--- src/freshness_replay_window_table_defines.svh ---
// Assertion macros for the freshness replay window table.
// Included by modules that assert; no other dependencies.
`ifndef FRESHNESS_REPLAY_WINDOW_TABLE_DEFINES_SVH
`define FRESHNESS_REPLAY_WINDOW_TABLE_DEFINES_SVH
`ifndef NO_ASSERTIONS
`define FRWT_ASSERT(label, clk, rst_n, prop, msg) \
  label: assert property (@(posedge clk) disable iff (!rst_n) prop) else $error(msg);
`define FRWT_ASSERT_NR(label, clk, prop, msg) \
  label: assert property (@(posedge clk) prop) else $error(msg);
`else
`define FRWT_ASSERT(label, clk, rst_n, prop, msg)
`define FRWT_ASSERT_NR(label, clk, prop, msg)
`endif
`endif

--- src/frwt_pkg.sv ---
// Shared types and constants for the freshness replay window table.
// No dependencies.
package frwt_pkg;
  localparam int unsigned Entries = 16;
  localparam int unsigned IdxW = (Entries > 1) ? $clog2(Entries) : 1;

  typedef enum logic [2:0] {
    REQ_REGISTER = 3'd0, REQ_INCREMENT = 3'd1, REQ_VERIFY = 3'd2,
    REQ_SYNC = 3'd3, REQ_READ = 3'd4
  } req_e;

  typedef enum logic [2:0] {
    ST_OK = 3'd0, ST_UNKNOWN = 3'd1, ST_DUPLICATE = 3'd2, ST_FULL = 3'd3,
    ST_EXPIRED = 3'd4, ST_TOO_OLD = 3'd5, ST_TOO_NEW = 3'd6
  } status_e;

  typedef struct packed {
    logic [2:0]  req_type;
    logic [15:0] pdu_id;
    logic [63:0] counter_in;
    logic [31:0] now_ms;
    logic [31:0] max_age_ms;
    logic [31:0] backward_tolerance;
    logic [31:0] forward_tolerance;
    logic [1:0]  sync_state_in;
  } req_t;

  typedef struct packed {
    logic [2:0]  status;
    logic [63:0] counter_out;
    logic [1:0]  sync_state_out;
  } rsp_t;

  // controller -> datapath
  typedef struct packed {
    logic capture;  // latch request
    logic lookup;   // register hit/entry data
    logic execute;  // update entry, form result
  } cmd_t;

  // datapath -> controller
  typedef struct packed {
    logic done;
  } stat_t;
endpackage

--- src/frwt_ctrl.sv ---
// Controller state machine for the freshness replay window table.
// Depends on frwt_pkg.
`include "freshness_replay_window_table_defines.svh"
module frwt_ctrl (
  input  logic            clk_i,
  input  logic            rst_ni,
  input  logic            start_i,
  input  frwt_pkg::stat_t stat_i,
  output logic            busy_o,
  output frwt_pkg::cmd_t  cmd_o
);
  typedef enum logic [2:0] {
    S_IDLE = 3'b001, S_LOOK = 3'b010, S_EXEC = 3'b100
  } state_e;

  state_e state_q, state_d;

  always_comb begin
    state_d = state_q;
    case (state_q)
      S_IDLE: if (start_i) state_d = S_LOOK;
      S_LOOK: state_d = S_EXEC;
      S_EXEC: if (stat_i.done) state_d = S_IDLE;
      default: state_d = S_IDLE;
    endcase
  end

  always_ff @(posedge clk_i or negedge rst_ni) begin
    if (!rst_ni) state_q <= S_IDLE;
    else state_q <= state_d;
  end

  assign busy_o = (state_q != S_IDLE);
  assign cmd_o.capture = (state_q == S_IDLE) && start_i;
  assign cmd_o.lookup = (state_q == S_LOOK);
  assign cmd_o.execute = (state_q == S_EXEC);

  `FRWT_ASSERT(a_look_after_start, clk_i, rst_ni, cmd_o.capture |=> cmd_o.lookup, "no lookup")
  `FRWT_ASSERT(a_exec_after_look, clk_i, rst_ni, cmd_o.lookup |=> cmd_o.execute, "no exec")
  `FRWT_ASSERT(a_idle_after_exec, clk_i, rst_ni, cmd_o.execute |=> !busy_o, "stuck busy")
endmodule

--- config.mk ---
export PLATFORM = sky130hd
export DESIGN_NAME = frwt_ctrl
export DESIGN_NICKNAME = d
export VERILOG_FILES = /design/src/frwt_pkg.sv /design/src/frwt_ctrl.sv
export VERILOG_INCLUDE_DIRS = /design/src /design/src/src
export SDC_FILE = /design/constraint.sdc
export NUM_CORES = 1
export LEC_CHECK = 0
export BUFFER_PORTS_ARGS = -buffer_cell sky130_fd_sc_hd__buf_2
export CAP_MARGIN = 20
export CELL_PAD_IN_SITES_DETAIL_PLACEMENT = 1
export CELL_PAD_IN_SITES_GLOBAL_PLACEMENT = 2
export CORE_AREA = 2 2 39 41
export DETAILED_ROUTE_END_ITERATION = 7
export DIE_AREA = 0 0 41 43
export PLACE_DENSITY_LB_ADDON = 0.08
export RECOVER_POWER = 25
export SETUP_SLACK_MARGIN = 0.2
export SYNTH_ARGS = -nofsm -noshare
export SYNTH_HDL_FRONTEND = slang
export SYNTH_SLANG_ARGS = --single-unit
--- constraint.sdc ---
create_clock -name clk_i -period 2.76 [get_ports clk_i]
set_input_delay 0.552 -clock clk_i [delete_from_list [all_inputs] [get_ports clk_i]]
set_output_delay 0.552 -clock clk_i [all_outputs]
set_load 0.03 [all_outputs]
# After elaboration in Yosys (flattened, before gate mapping)
# Cells that the tools add are included.
# W data, S select, Z words.
[totals]
in_bits = 4
ff_bits = 3
out_inout_bits = 4
[classes]
reduce_logical = 2
n_mux = 3
eq_ne = 6
[op_table]
columns = ["operator", "n"]
rows = [
  ["$pmux W3 S3", 1],
  ["$mux W3", 2],
  ["$ne A2 B2 Y1 const B", 2],
  ["$eq A3 B1 Y1 const B", 1],
  ["$eq A3 B2 Y1 const B", 1],
  ["$eq A3 B3 Y1 const B", 1],
  ["$ne A3 B1 Y1 const B", 1],
  ["$reduce_and A2 Y1", 1],
  ["$logic_and A1 B1 Y1", 1],
]

# Longest topological paths before layout
[depth]
ltp_word = 3
mapped_depth = 2
depth_no_buf = 2

# Worst setup path before layout
# OpenSTA, ideal clock, no wires.
[synth_path]
kind = "reg-to-output"
start = "reg state_q[1]"
end = "out cmd_o[1] in the netlist's numbering"
slack_ns = 1.000
path_stages_with_launch = 2
path_buffers = 0
required_ns = 2.208
arrival_ns = 1.208
cell_sequence = "dfrtp_1 -> nor3b_1"
[synth_rtl]
columns = ["element", "line", "source"]
rows = [
  ["start, declared", "frwt_ctrl.sv:16", "state_e state_q, state_d;"],
  ["start signal, assigned", "frwt_ctrl.sv:30", "else state_q <= state_d;"],
  ["end, declared", "frwt_ctrl.sv:10", "output frwt_pkg::cmd_t cmd_o"],
]

# Final worst setup path
[layout_path]
start = "reg state_q[0]"
end = "out busy_o"
[layout_via]
elab_chain_cells = 1
[layout_lines]
columns = ["element", "line", "source"]
rows = [
  ["$ne A3 B1 Y1", "frwt_ctrl.sv:33", "assign busy_o = (state_q != S_IDLE);"],
  ["end, declared", "frwt_ctrl.sv:9", "output logic busy_o,"],
]
# Every way passes these cells.

==> run summary <==
The iteration-0 DRC count of the detailed router was 1; the peak ir drop on the vdd network was 0.000300 V. The first global-routing pass estimated 669 um of wire. For the number of setup violations in the final report, the log shows 0. The number of buffers inserted during clock tree synthesis is 3.

The number of antenna diodes in the final layout is 0. At the pin with the least slew margin, the transition time is 0.263 ns. Subtracting the final worst setup slack from the clock period gives 2.00 ns. CTS saw 3 sinks. The post-detailed-placement cell area is 214 um2, and the buffer levels on the longest clock path is 2.

Once detailed placement completed, the half-perimeter wirelength came to 319 um. For this run, design rule violations remaining after detail routing come to 0. Register with the most flip-flops: state_q.

Final-report max-slew violation count: 0. For the initial core utilization, the log shows 0.115. The area growth from synthesis to layout is 50.4%. In this run the post-CTS setup repair buffer count came out at 0. In this run the power density over the cells is 1150 mW/mm2. Worst-path maximum fanout: 7.

For this run the aggregate overflow at the end of global routing stands at 0. The row count is 14. Data on the critical path is required at its endpoint by 2.21 ns. The logs give 0.0645 for the overall fraction of global-route tracks in use and 0.00176 mm2 for the die footprint.

The endpoint identified for the worst register-to-register timing path is state_q[2]$_DFFE_PN0P_. The logs give 0.997 ns for the post-placement worst setup slack and 239 um2 for the cell area after layout. 8 I/O pins were placed. The origin of the critical flop-to-flop path was state_q[1]$_DFFE_PN0P_. The clock arrives with 0.000401 ns of skew. The initial antenna violation count came out at 0.

The most common cell after layout, fill and taps aside is sky130_fd_sc_hd__buf_2. The number of levels in the clock H-tree is 1, and the reg-to-reg setup timing slack is 1.70 ns. The flow ran to the end, and the final reports show no timing, DRC or antenna violations.

The net count of the finished layout is 29. Data arrives at the worst endpoint at 1.45 ns. The post-synthesis cell count was 13; the synthesized netlist net count was 17. The critical path is of the reg -> out type.

STA classifies the critical path startpoint as a flip-flop. The tools report the leakage component of the power as 0.100 nW. The number of nets with antenna violations after detailed routing was 0; the horizontal die dimension was 41 um.

The hold violation total from the final report was 0. The largest registers in the layout are state_q x3. The part of the cycle the worst path needs came out at 0.725. Timing would allow up to 500 MHz. The first TritonRoute pass finished after 2 iterations. In this run the vertical extent of the chip is 43 um. The final layout contains routed wiring with a total length of 405 um.

The share of layout cells above drive strength 1 was 0.542. The root buffer cell chosen for the clock tree is sky130_fd_sc_hd__clkbuf_4. For the register area share after synthesis, the log shows 0.480. STA classifies the critical path endpoint as an output pin.

The slack of the critical path was 0.760 ns. The synthesized design contains 3 register bits. The routed layout has 148 vias. The logs give 0.23 ns for the clock latency on the worst-skew pair and 0.563 for the last weighted congestion value of the routability-driven placer. The logic depth of the worst register-to-register path came out at 2. TritonCTS built the clock tree.

The logs give 177 for the number of global-route vias before repair and 0 for the number of gates resized after cts. In this run the standard cell core region covers 0.00138 mm2. The cts-stage hold buffer count was 0; the average instance area after synthesis was 12.2 um2.

Entering global routing, the biggest net connects 9 pins. Using the TritonRoute via totals, the vias-per-cell ratio works out to 3.70. For the relative slew slack, the log shows 0.823. Setup repair after global routing left no endpoint under its margin. The number of port buffers was 7; the total of warnings raised by yosys was 0. Synthesis instantiated 10 different standard cells from the library. The mapped netlist covers 159 um2. Leaving out fill and tap cells, the most frequent cells in the layout are sky130_fd_sc_hd__buf_2, sky130_fd_sc_hd__clkbuf_4. The run gives 0 as the max-cap violation count.

The register with the most flip-flops in the layout has 3 of them. Accumulated negative setup slack: 0 ns. The average wire length per cell after detail routing was 10.1 um; the clock input transition at the sequential cells of the worst setup and hold paths was 0.04 ns. The worst hold path belongs to the class in -> async.
==> how the worst max path moves through the flow <==
| stage | from | to | slack [ns] | cells past startpoint |
|---|---|---|---|---|
| 2_1_floorplan | state_q[1]$_DFFE_PN0P_ | cmd_o[1] | 1.0 | 1 |
| 3_3_place_gp | state_q[0]$_DFFE_PN1P_ | busy_o | 1.02 | 2 |
| 3_5_place_dp | state_q[0]$_DFFE_PN1P_ | busy_o | 1.0 | 2 |
| 4_1_cts | state_q[0]$_DFFE_PN1P_ | busy_o | 0.74 | 2 |
| 5_1_grt | state_q[0]$_DFFE_PN1P_ | busy_o | 0.71 | 2 |
| 6_report | state_q[0]$_DFFE_PN1P_ | busy_o | 0.76 | 2 |
==> cell families after synthesis <==
group	count (synthesis)	synth area share
simple gates	9	0.488
compound gates	1	0.0315
flops	3	0.480
==> final cells by class <==
cell class	count	area, um2
sequential	3	76.3
fill	167	1140
clock buffer	4	26.3
multi-input combinational	10	82.6
timing repair buffer	7	33.8
tap	16	20.0
==> layer usage <==
| layer | wire [um] | up-vias | track usage |
|---|---|---|---|
| met1 | 186 | 69 | 0.0682 |
| met4 | 0 | 0 | 0.0800 |
| met5 | 0 | - | 0 |
| li1 | - | 73 | - |
| met3 | 30 | 0 | 0.0314 |
| met2 | 188 | 6 | 0.0781 |
==> stage by stage <==
| stage | utilization | power [mW] | cells | hold WS, ns |
|---|---|---|---|---|
| 2_1_floorplan | - | 0.168 | 13 | 0.256 |
| 3_3_place_gp | 0.155 | 0.203 | 36 | 0.350 |
| 3_5_place_dp | 0.155 | 0.204 | 36 | 0.350 |
| 4_1_cts | 0.174 | 0.285 | 40 | 0.0991 |
| 5_1_grt | 0.173 | 0.301 | 40 | 0.112 |
| 6_report | 0.173 | 0.276 | 40 | 0.117 |
==> report_power, final <==
part | leakage, nW | switching [mW] | total [mW] | internal, mW
Sequential | 0.0371 | 0.0247 | 0.0895 | 0.0648
Clock | 0.0150 | 0.0220 | 0.0762 | 0.0541
Combinational | 0.0480 | 0.0637 | 0.110 | 0.0463
Total | 0.100 | 0.110 | 0.276 | 0.165
==> cells in the mapped netlist <==
master | count | share of area
sky130_fd_sc_hd__and4bb_2 | 2 | 0.16
sky130_fd_sc_hd__nor3_1 | 1 | 0.031
sky130_fd_sc_hd__nand2b_1 | 1 | 0.039
sky130_fd_sc_hd__or3b_1 | 1 | 0.055
sky130_fd_sc_hd__nor3b_1 | 2 | 0.094
sky130_fd_sc_hd__dfstp_2 | 1 | 0.17
sky130_fd_sc_hd__or3b_2 | 1 | 0.055
sky130_fd_sc_hd__nor4b_1 | 1 | 0.055
sky130_fd_sc_hd__dfrtp_1 | 2 | 0.31
sky130_fd_sc_hd__a21oi_1 | 1 | 0.031
==> critical path, cell delays in order, from the launching register on <==
cell and delay, ns:
sky130_fd_sc_hd__dfstp_2 0.57, sky130_fd_sc_hd__or3b_2 0.46, sky130_fd_sc_hd__buf_2 0.19
No activity file was read; power rests on OpenSTA's default activity.
